$ cat src/rtl/lmsalp_pkg.sv
// Shared widths, codes and saturation helpers for the LMS adaptive linear predictor.
`default_nettype none

package lmsalp_pkg;

    localparam int SAMPLE_W   = 16;
    localparam int STEP_W     = 16;
    localparam int COEF_W     = 32;
    localparam int IDX_W      = 6;
    localparam int ACC_SHIFT  = 27;
    localparam int UPD_SHIFT  = 18;
    localparam int MU_ERR_W   = STEP_W + SAMPLE_W + 1;
    localparam int PROD_W     = MU_ERR_W + SAMPLE_W;
    localparam int OUT_DATA_W = 72;

    localparam logic [STEP_W-1:0] STEP_RESET = 16'd3277;

    typedef logic signed [SAMPLE_W-1:0] t_sample;
    typedef logic signed [COEF_W-1:0]   t_coef;
    typedef logic signed [MU_ERR_W-1:0] t_mu_err;
    typedef logic signed [PROD_W-1:0]   t_prod;

    typedef enum logic {
        KIND_PRED = 1'b0,
        KIND_COEF = 1'b1
    } t_kind;

    // Negate a coefficient, clamping the most negative value to the largest positive one
    function automatic t_coef neg_sat(input t_coef w);
        t_coef r;
        if (w == {1'b1, {(COEF_W-1){1'b0}}}) begin
            r = {1'b0, {(COEF_W-1){1'b1}}};
        end else begin
            r = -w;
        end
        return r;
    endfunction

    // Add the scaled update term to a coefficient and clamp to 32 bits
    function automatic t_coef upd_sat(input t_coef w, input t_prod d);
        logic signed [PROD_W-UPD_SHIFT-1:0] d_sh;
        logic signed [COEF_W:0]             s;
        t_coef                              r;
        d_sh = d[PROD_W-1:UPD_SHIFT];
        s    = {w[COEF_W-1], w} + (COEF_W+1)'(d_sh);
        if (s[COEF_W] != s[COEF_W-1]) begin
            r = s[COEF_W] ? {1'b1, {(COEF_W-1){1'b0}}} : {1'b0, {(COEF_W-1){1'b1}}};
        end else begin
            r = s[COEF_W-1:0];
        end
        return r;
    endfunction

    // Clamp a 17-bit difference to 16 bits
    function automatic t_sample sat17(input logic signed [SAMPLE_W:0] v);
        t_sample r;
        if (v[SAMPLE_W] != v[SAMPLE_W-1]) begin
            r = v[SAMPLE_W] ? {1'b1, {(SAMPLE_W-1){1'b0}}} : {1'b0, {(SAMPLE_W-1){1'b1}}};
        end else begin
            r = v[SAMPLE_W-1:0];
        end
        return r;
    endfunction

endpackage

`default_nettype wire

$ cat src/rtl/lms_adaptive_linear_predictor_top.sv
// LMS adaptive linear predictor: coefficient and history memories with a shared MAC.
//
// Input beats on s_axis carry one Q1.15 sample; s_axis_tlast asks for a coefficient
// dump after that sample. Each sample gives one result beat on m_axis (tuser = 0)
// with the saturated prediction and error; with a dump request TAPS more beats
// follow (tuser = 1) holding the negated Q5.27 coefficients 1..TAPS, and tlast
// marks the final beat caused by the input. The step size is written on the cfg
// channel, which is always ready; the user must write it only while the block is
// idle, as the block itself does not enforce this. An item runs a prediction
// pass and an update pass, each with one memory read and one multiply per tap,
// with steps to form the error, load the result and take the next input beat;
// a dump then takes one memory read per beat.
// Reset is synchronous: afterwards a clearing pass writes zero to every entry of
// both memories, during which s_axis_tready stays low.
// A single output register holds each result; while the receiver stalls the
// block finishes its update and waits at the next result, and a new input beat
// may be taken while the last result of the previous one still waits.
`default_nettype none

module lms_adaptive_linear_predictor_top
    import lmsalp_pkg::*;
#(
    parameter int TAPS = 10
) (
    input  wire                   i_clk,
    input  wire                   i_rst_n,
    // input beats
    input  wire                   s_axis_tvalid,
    output logic                  s_axis_tready,
    input  wire  [15:0]           s_axis_tdata,   // [15:0] sample
    input  wire                   s_axis_tlast,   // frame_end
    // result beats
    output logic                  m_axis_tvalid,
    input  wire                   m_axis_tready,
    output logic [OUT_DATA_W-1:0] m_axis_tdata,   // [15:0] prediction, [31:16] error,
                                                  // [37:32] coef_index, [69:38] coefficient
    output logic                  m_axis_tuser,   // kind
    output logic                  m_axis_tlast,   // last
    // step size register
    input  wire                   i_cfg_valid,
    output logic                  o_cfg_ready,
    input  wire  [STEP_W-1:0]     i_cfg_data
);

    localparam int IW = (TAPS > 1) ? $clog2(TAPS) : 1;
    localparam int CW = $clog2(TAPS + 1);
    localparam int AW = PROD_W + $clog2(TAPS + 1);
    localparam int SW = AW - ACC_SHIFT;
    localparam logic signed [SW-1:0] PRED_MAX = SW'(32767);
    localparam logic signed [SW-1:0] PRED_MIN = -SW'(32768);

    typedef enum logic [2:0] {
        S_CLR,
        S_IDLE,
        S_PRED,
        S_CALC,
        S_EMIT,
        S_UPD,
        S_DUMP_RD,
        S_DUMP_WR
    } t_state;

    // memories
    t_coef   w_mem [TAPS];
    t_sample h_mem [TAPS];

    // control registers
    t_state            r_state, n_state;
    logic [CW-1:0]     r_cnt, n_cnt;
    logic [IW-1:0]     r_head, n_head;
    logic              r_rd_vld, r_p_vld;
    logic              r_out_vld, n_out_vld;
    logic [STEP_W-1:0] r_step;

    // datapath registers
    t_sample           r_x;
    logic              r_fend;
    t_coef             r_wrd;
    t_sample           r_hrd;
    t_prod             r_prod;
    t_coef             r_wold;
    logic [IW-1:0]     r_addr1, r_addr2;
    logic signed [AW-1:0] r_acc;
    t_sample           r_pred, r_err;
    t_mu_err           r_mu_err;
    t_sample           r_o_pred, r_o_err;
    logic [IDX_W-1:0]  r_o_idx;
    t_coef             r_o_coef;
    t_kind             r_o_kind;
    logic              r_o_last;

    // combinational control
    logic              s_acc;
    logic              out_free, out_load_pred, out_load_coef;
    logic              pipe_issue, rd_en, acc_clr;
    logic [IW-1:0]     w_raddr, h_raddr;
    logic              w_we, h_we;
    logic [IW-1:0]     w_waddr, h_waddr;
    t_coef             w_wdata;
    t_sample           h_wdata;
    logic [IW:0]       circ_sum;
    logic [IW-1:0]     head_new;
    t_mu_err           mul_a;
    t_prod             mul_p;
    logic signed [SW-1:0] acc_sh;
    t_sample           pred_c;
    t_sample           err_c;

    assign s_axis_tready = (r_state == S_IDLE);
    assign o_cfg_ready   = 1'b1;
    assign s_acc         = s_axis_tvalid && s_axis_tready;
    assign out_free      = !r_out_vld || m_axis_tready;

    // history entry i lives at (head + i) mod TAPS
    assign circ_sum = {1'b0, r_head} + {1'b0, r_cnt[IW-1:0]};
    assign h_raddr  = (circ_sum >= (IW+1)'(TAPS)) ? IW'(circ_sum - (IW+1)'(TAPS))
                                                  : circ_sum[IW-1:0];
    assign head_new = (r_head == '0) ? IW'(TAPS - 1) : r_head - IW'(1);
    assign w_raddr  = r_cnt[IW-1:0];

    // shared multiplier: weight times history, or mu*error times history
    assign mul_a = (r_state == S_UPD) ? r_mu_err : MU_ERR_W'(r_wrd);
    assign mul_p = PROD_W'(mul_a) * PROD_W'(r_hrd);

    // prediction and error from the accumulated dot product
    assign acc_sh = SW'(r_acc >>> ACC_SHIFT);
    always_comb begin
        if (acc_sh > PRED_MAX) begin
            pred_c = 16'sh7fff;
        end else if (acc_sh < PRED_MIN) begin
            pred_c = 16'sh8000;
        end else begin
            pred_c = acc_sh[SAMPLE_W-1:0];
        end
        err_c = sat17({r_x[SAMPLE_W-1], r_x} - {pred_c[SAMPLE_W-1], pred_c});
    end

    // sequencer decode
    always_comb begin
        n_state       = r_state;
        n_cnt         = r_cnt;
        n_head        = r_head;
        pipe_issue    = 1'b0;
        rd_en         = 1'b0;
        acc_clr       = 1'b0;
        out_load_pred = 1'b0;
        out_load_coef = 1'b0;
        w_we          = 1'b0;
        w_waddr       = r_addr2;
        w_wdata       = upd_sat(r_wold, r_prod);
        h_we          = 1'b0;
        h_waddr       = head_new;
        h_wdata       = r_x;
        unique case (r_state)
            S_CLR: begin
                w_we    = 1'b1;
                h_we    = 1'b1;
                w_waddr = r_cnt[IW-1:0];
                h_waddr = r_cnt[IW-1:0];
                w_wdata = '0;
                h_wdata = '0;
                if (r_cnt == CW'(TAPS - 1)) begin
                    n_cnt   = '0;
                    n_state = S_IDLE;
                end else begin
                    n_cnt = r_cnt + CW'(1);
                end
            end
            S_IDLE: begin
                if (s_axis_tvalid) begin
                    acc_clr = 1'b1;
                    n_cnt   = '0;
                    n_state = S_PRED;
                end
            end
            S_PRED: begin
                if (r_cnt < CW'(TAPS)) begin
                    pipe_issue = 1'b1;
                    n_cnt      = r_cnt + CW'(1);
                end else if (!r_rd_vld && !r_p_vld) begin
                    n_state = S_CALC;
                end
            end
            S_CALC: begin
                n_state = S_EMIT;
            end
            S_EMIT: begin
                if (out_free) begin
                    out_load_pred = 1'b1;
                    n_cnt         = '0;
                    n_state       = S_UPD;
                end
            end
            S_UPD: begin
                w_we = r_p_vld;
                if (r_cnt < CW'(TAPS)) begin
                    pipe_issue = 1'b1;
                    n_cnt      = r_cnt + CW'(1);
                end else if (!r_rd_vld && !r_p_vld) begin
                    // shift the history by moving the head and storing the new sample
                    h_we    = 1'b1;
                    n_head  = head_new;
                    n_cnt   = '0;
                    n_state = r_fend ? S_DUMP_RD : S_IDLE;
                end
            end
            S_DUMP_RD: begin
                if (out_free) begin
                    rd_en   = 1'b1;
                    n_state = S_DUMP_WR;
                end
            end
            S_DUMP_WR: begin
                out_load_coef = 1'b1;
                if (r_cnt == CW'(TAPS - 1)) begin
                    n_cnt   = '0;
                    n_state = S_IDLE;
                end else begin
                    n_cnt   = r_cnt + CW'(1);
                    n_state = S_DUMP_RD;
                end
            end
            default: begin
                n_state = S_IDLE;
            end
        endcase
        if (pipe_issue) begin
            rd_en = 1'b1;
        end
    end

    // output valid: load takes priority over a drain
    always_comb begin
        n_out_vld = r_out_vld;
        if (out_load_pred || out_load_coef) begin
            n_out_vld = 1'b1;
        end else if (m_axis_tready) begin
            n_out_vld = 1'b0;
        end
    end

    // control state and output register
    always_ff @(posedge i_clk) begin
        if (!i_rst_n) begin
            r_state   <= S_CLR;
            r_cnt     <= '0;
            r_head    <= '0;
            r_rd_vld  <= 1'b0;
            r_p_vld   <= 1'b0;
            r_out_vld <= 1'b0;
            r_step    <= STEP_RESET;
        end else begin
            r_state   <= n_state;
            r_cnt     <= n_cnt;
            r_head    <= n_head;
            r_rd_vld  <= pipe_issue;
            r_p_vld   <= r_rd_vld;
            r_out_vld <= n_out_vld;
            if (i_cfg_valid) begin
                r_step <= i_cfg_data;
            end
            // load the result payload
            if (out_load_pred) begin
                r_o_kind <= KIND_PRED;
                r_o_pred <= r_pred;
                r_o_err  <= r_err;
                r_o_idx  <= '0;
                r_o_coef <= '0;
                r_o_last <= !r_fend;
            end else if (out_load_coef) begin
                r_o_kind <= KIND_COEF;
                r_o_pred <= '0;
                r_o_err  <= '0;
                r_o_idx  <= IDX_W'(r_cnt) + IDX_W'(1);
                r_o_coef <= neg_sat(r_wrd);
                r_o_last <= (r_cnt == CW'(TAPS - 1));
            end
        end
    end

    // memories: registered read, one write port each
    always_ff @(posedge i_clk) begin
        if (rd_en) begin
            r_wrd <= w_mem[w_raddr];
            r_hrd <= h_mem[h_raddr];
        end
        if (w_we) begin
            w_mem[w_waddr] <= w_wdata;
        end
        if (h_we) begin
            h_mem[h_waddr] <= h_wdata;
        end
    end

    // datapath
    always_ff @(posedge i_clk) begin
        if (s_acc) begin
            r_x    <= s_axis_tdata;
            r_fend <= s_axis_tlast;
        end
        if (pipe_issue) begin
            r_addr1 <= r_cnt[IW-1:0];
        end
        if (r_rd_vld) begin
            r_prod  <= mul_p;
            r_wold  <= r_wrd;
            r_addr2 <= r_addr1;
        end
        if (acc_clr) begin
            r_acc <= '0;
        end else if (r_p_vld && r_state == S_PRED) begin
            r_acc <= r_acc + AW'(r_prod);
        end
        if (r_state == S_CALC) begin
            r_pred <= pred_c;
            r_err  <= err_c;
        end
        if (out_load_pred) begin
            r_mu_err <= MU_ERR_W'($signed({1'b0, r_step})) * MU_ERR_W'(r_err);
        end
    end

    assign m_axis_tvalid = r_out_vld;
    assign m_axis_tdata  = {2'b00, r_o_coef, r_o_idx, r_o_err, r_o_pred};
    assign m_axis_tuser  = r_o_kind;
    assign m_axis_tlast  = r_o_last;

`ifndef NO_ASSERTIONS
    // no tap work may be in flight while a new sample can be taken
    a_idle_pipe_empty: assert property (@(posedge i_clk) disable iff (!i_rst_n)
        s_axis_tready |-> (!r_rd_vld && !r_p_vld))
        else $error("tap pipeline busy while idle");

    // coefficients are never written during the prediction pass
    a_no_write_in_pred: assert property (@(posedge i_clk) disable iff (!i_rst_n)
        (r_state == S_PRED) |-> !w_we)
        else $error("weight write during prediction");

    // a result is never loaded over one that is still waiting
    a_no_overwrite: assert property (@(posedge i_clk) disable iff (!i_rst_n)
        (out_load_pred || out_load_coef) |-> (!r_out_vld || m_axis_tready))
        else $error("result overwritten");

    // the tap counter stays within the tap range
    a_cnt_range: assert property (@(posedge i_clk) disable iff (!i_rst_n)
        r_cnt <= CW'(TAPS))
        else $error("tap counter out of range");
`endif

endmodule

`default_nettype wire
$ cat config.mk
export PLATFORM = sky130hd
export DESIGN_NAME = lms_adaptive_linear_predictor_top
export DESIGN_NICKNAME = d
export VERILOG_FILES = /design/src/rtl/lmsalp_pkg.sv /design/src/rtl/lms_adaptive_linear_predictor_top.sv
export SDC_FILE = /design/constraint.sdc
export NUM_CORES = 2
export LEC_CHECK = 0
export BUFFER_PORTS_ARGS = -buffer_cell sky130_fd_sc_hd__buf_2
export CORE_MARGIN = 2
export CORE_UTILIZATION = 25
export DETAILED_ROUTE_END_ITERATION = 8
export PLACE_DENSITY = 0.36
export REMOVE_ABC_BUFFERS = 1
export SLEW_MARGIN = 30
export SYNTH_ARGS = -nofsm -noshare
export SYNTH_HDL_FRONTEND = slang
export SYNTH_SLANG_ARGS = --single-unit
$ cat constraint.sdc
create_clock -name i_clk -period 10.1 [get_ports i_clk]
set_input_delay 0 -clock i_clk [delete_from_list [all_inputs] [get_ports i_clk]]
set_output_delay 0 -clock i_clk [all_outputs]
set_load 0.03 [all_outputs]
==> flow_summary_export.csv <==
group,metric,value,unit
synthesis,ys.flop_type,"edfxtp_1",
critical_path,critPathArrivalTime,9940,ps
global_route,grt_max_degree,87,
cells_and_area,layout_common_cells,"inv_1 (884), edfxtp_1 (770), fa_1 (698)",
floorplan,die_y,511,um
critical_path,cp_max_fo,21,
sta,finalHoldViolCount,0,
critical_path,slowest_stage,"nor3_1",
sta,tns,0,ps
global_route,grt_pass1_vias,45184,
clocking,clockRootBuffer,"clkbuf_16",
global_route,antenna_found_initial,18,
global_route,grt_remaining_overflow,0,
clocking,cts_max_path_buffers,3,
global_route,track_usage,16.3,%
cells_and_area,regArea,0.0248,sq mm
synthesis,synth.distinct_cells,82,
synthesis,yosys_warnings,0,
floorplan,dieArea,0.261,sq mm
clocking,h-tree-depth,3,
synthesis,async_flop_share,0,%
critical_path,max_stage_delay,690,ps
synthesis,synth_edf_count,770,
place,gp_congestion,0.832,
global_route,grt_first_pass_wirelength,315,mm
place,dpl_cell_area,0.0694,sq mm
detailed_routing,dr.pass1.iters,5,
cells_and_area,nFillCells,26451,
synthesis,synth_seq_area_share,38.6,%
cells_and_area,final_util,28.5,%
outcome,status,"complete, no violations",
sta,fmax,0.105,GHz
detailed_routing,wirelength,212,mm
detailed_routing,drt_iter0_markers,2561,
sta,relSlewSlack,28.4,%
worst_hold_path,holdCritPathClass,"in -> reg",
job,drv_cap,0,
critical_path,required,10550,ps
critical_path,crit_start,"r_state[2]",
cells_and_area,layout_commonest_cell,"inv_1",
cells_and_area,finalInstanceArea,0.0731,sq mm
sta,finalCritPeriodShare,94.0,%
detailed_routing,antenna_left,0,
detailed_routing,vias,41716,
place,hpwl,157,mm
sta,layout_min_cycle_time,9490,ps
clocking,cts_resized,0,
detailed_routing,drcViolationCount,0,
cells_and_area,drive_gt1_share,9.50,%
critical_path,r2r-start,"r_state[2]",
clocking,clock_latency,730,ps
detailed_routing,wl_per_cell,22.7,um
critical_path,cp-end-kind,"flip-flop",
place,portBuffers,110,
critical_path,r2r-end,"r_prod[46]",
synthesis,syn_inst,5697,
floorplan,core_area,0.256,sq mm
clocking,cts_tree,"yes",
sta,setup_violations,0,
cells_and_area,area_growth,13.8,%
sta,worst_slew_pin_slew,1070,ps
critical_path,reg2regPathDepth,29,
floorplan,initial_core_util,25.1,%
clocking,numCtsBuffers,93,
floorplan,fp.dieW,511,um
synthesis,ys_ff_latch,853,
critical_path,setup.worst_path.start_class,"flip-flop",
critical_path,path_common_cell,"fa_1",
critical_path,endpoint,"r_prod[46]",
clocking,clock-sinks,853,
synthesis,syn_area_per_cell,11.3,sq um
critical_path,path_class,"reg -> reg",
critical_path,r2r_slack,610,ps
sta,rsz0062_at_grt,"false",
clocking,cts.clk_slew.worst_paths,60,ps
cells_and_area,fin_nets,6966,
floorplan,row_count,186,
synthesis,syn_area,0.0643,sq mm
detailed_routing,drt-vias-per-instance,4.46,
floorplan,io_pins,115,
sta,drv_slew,0,
sta,clock_skew,55.3,ps
cells_and_area,multiInputGateArea,0.0354,sq mm
## cell families after synthesis
kind of cell / after synthesis / share of synthesized area, %
muxes: 165 / 4.44
AOI/OAI and AO/OA: 760 / 7.59
xor gates and xnor gates: 199 / 2.71
DFF: 853 / 38.6
other: 2 / 0.0117
buffers and inverters: 1124 / 6.64
and+or+nand+nor: 1550 / 11.6
adders and majority gates: 1044 / 28.5
## how the worst min path moves through the flow
stage,from,end,slack (ps),cells past startpoint
2_1_floorplan,i_rst_n,r_step[0],60,1
3_3_place_gp,s_axis_tdata[0],r_x[0],180,1
3_5_place_dp,s_axis_tdata[0],r_x[0],180,1
4_1_cts,s_axis_tdata[13],r_x[13],4,2
5_1_grt,s_axis_tdata[13],r_x[13],50,2
6_report,s_axis_tdata[13],r_x[13],50,2
## area by class of cell
| type | instances | share of cell area, % |
|---|---|---|
| multi-input cells | 3722 | 48.4 |
| flip-flops and latches | 853 | 33.9 |
| clock buffers | 109 | 3.29 |
| repair buffers | 328 | 3.34 |
| clock inverters | 57 | 0.683 |
| inverters | 886 | 4.55 |
| well taps | 3384 | 5.79 |
| diodes | 5 | 0.0171 |
## synth_stat cells, types with 83 or more instances
| cell type | instances | share of area [%] |
|---|---|---|
| and2_1 | 367 | 3.6 |
| edfxtp_1 | 770 | 36 |
| a21oi_1 | 263 | 2.0 |
| fa_1 | 698 | 22 |
| inv_1 | 884 | 5.2 |
| a21o_1 | 104 | 1.2 |
| mux4_2 | 96 | 3.4 |
| xnor2_1 | 126 | 1.7 |
| nor2b_1 | 85 | 0.83 |
| ha_1 | 346 | 6.7 |
| nand2_1 | 689 | 4.0 |
| dfxtp_1 | 83 | 2.6 |
| nor2_1 | 203 | 1.2 |
| o21ai_0 | 98 | 0.76 |
| clkbuf_1 | 209 | 1.2 |
## flip-flops by register name, indices dropped and copies added (netlist names), 32 cells and up
name and flops:
h_mem 160, r_acc 53, r_mu_err 33, r_o_coef 32
r_prod 49, r_wold 32, r_wrd 32, w_mem 320
## routing by layer
| metal | GRT usage [%] | routed length [um] | vias up |
|---|---|---|---|
| met2 | 27.4 | 102000 | 692 |
| met4 | 4.22 | 5090 | 0 |
| met1 | 22.5 | 99400 | 21683 |
| li1 | - | - | 19176 |
| met3 | 1.26 | 5990 | 165 |
| met5 | 0 | 0 | - |
## through the flow
stage,instances,hold WS (ps),setup slack (ps)
floorplan,5461,61.9,1470
global placement,9088,178,784
detailed placement,9092,178,601
CTS,9339,3.59,524
global route,9340,49.5,85.2
finish,9344,53.7,611
## critical path, delay by kind of cell, from the launching register on
family                   cells  cell delay, ps
AND/OR/NAND/NOR              5            1930
AO/OA/AOI/OAI                8            1470
XOR/XNOR                     1             130
buffers and inverters        8            1520
adder cells (fa/ha/maj)      7            3460
flip-flops                   1             640
## repair_timing
action | in CTS | in global routing
buffers inserted | 0 | 0
endpoints found under the hold margin | 39 | 0
hold buffers | 81 | 0
Power is not shown: default switching activity piles up to over one toggle a cycle in this logic, so the estimate is an artifact.
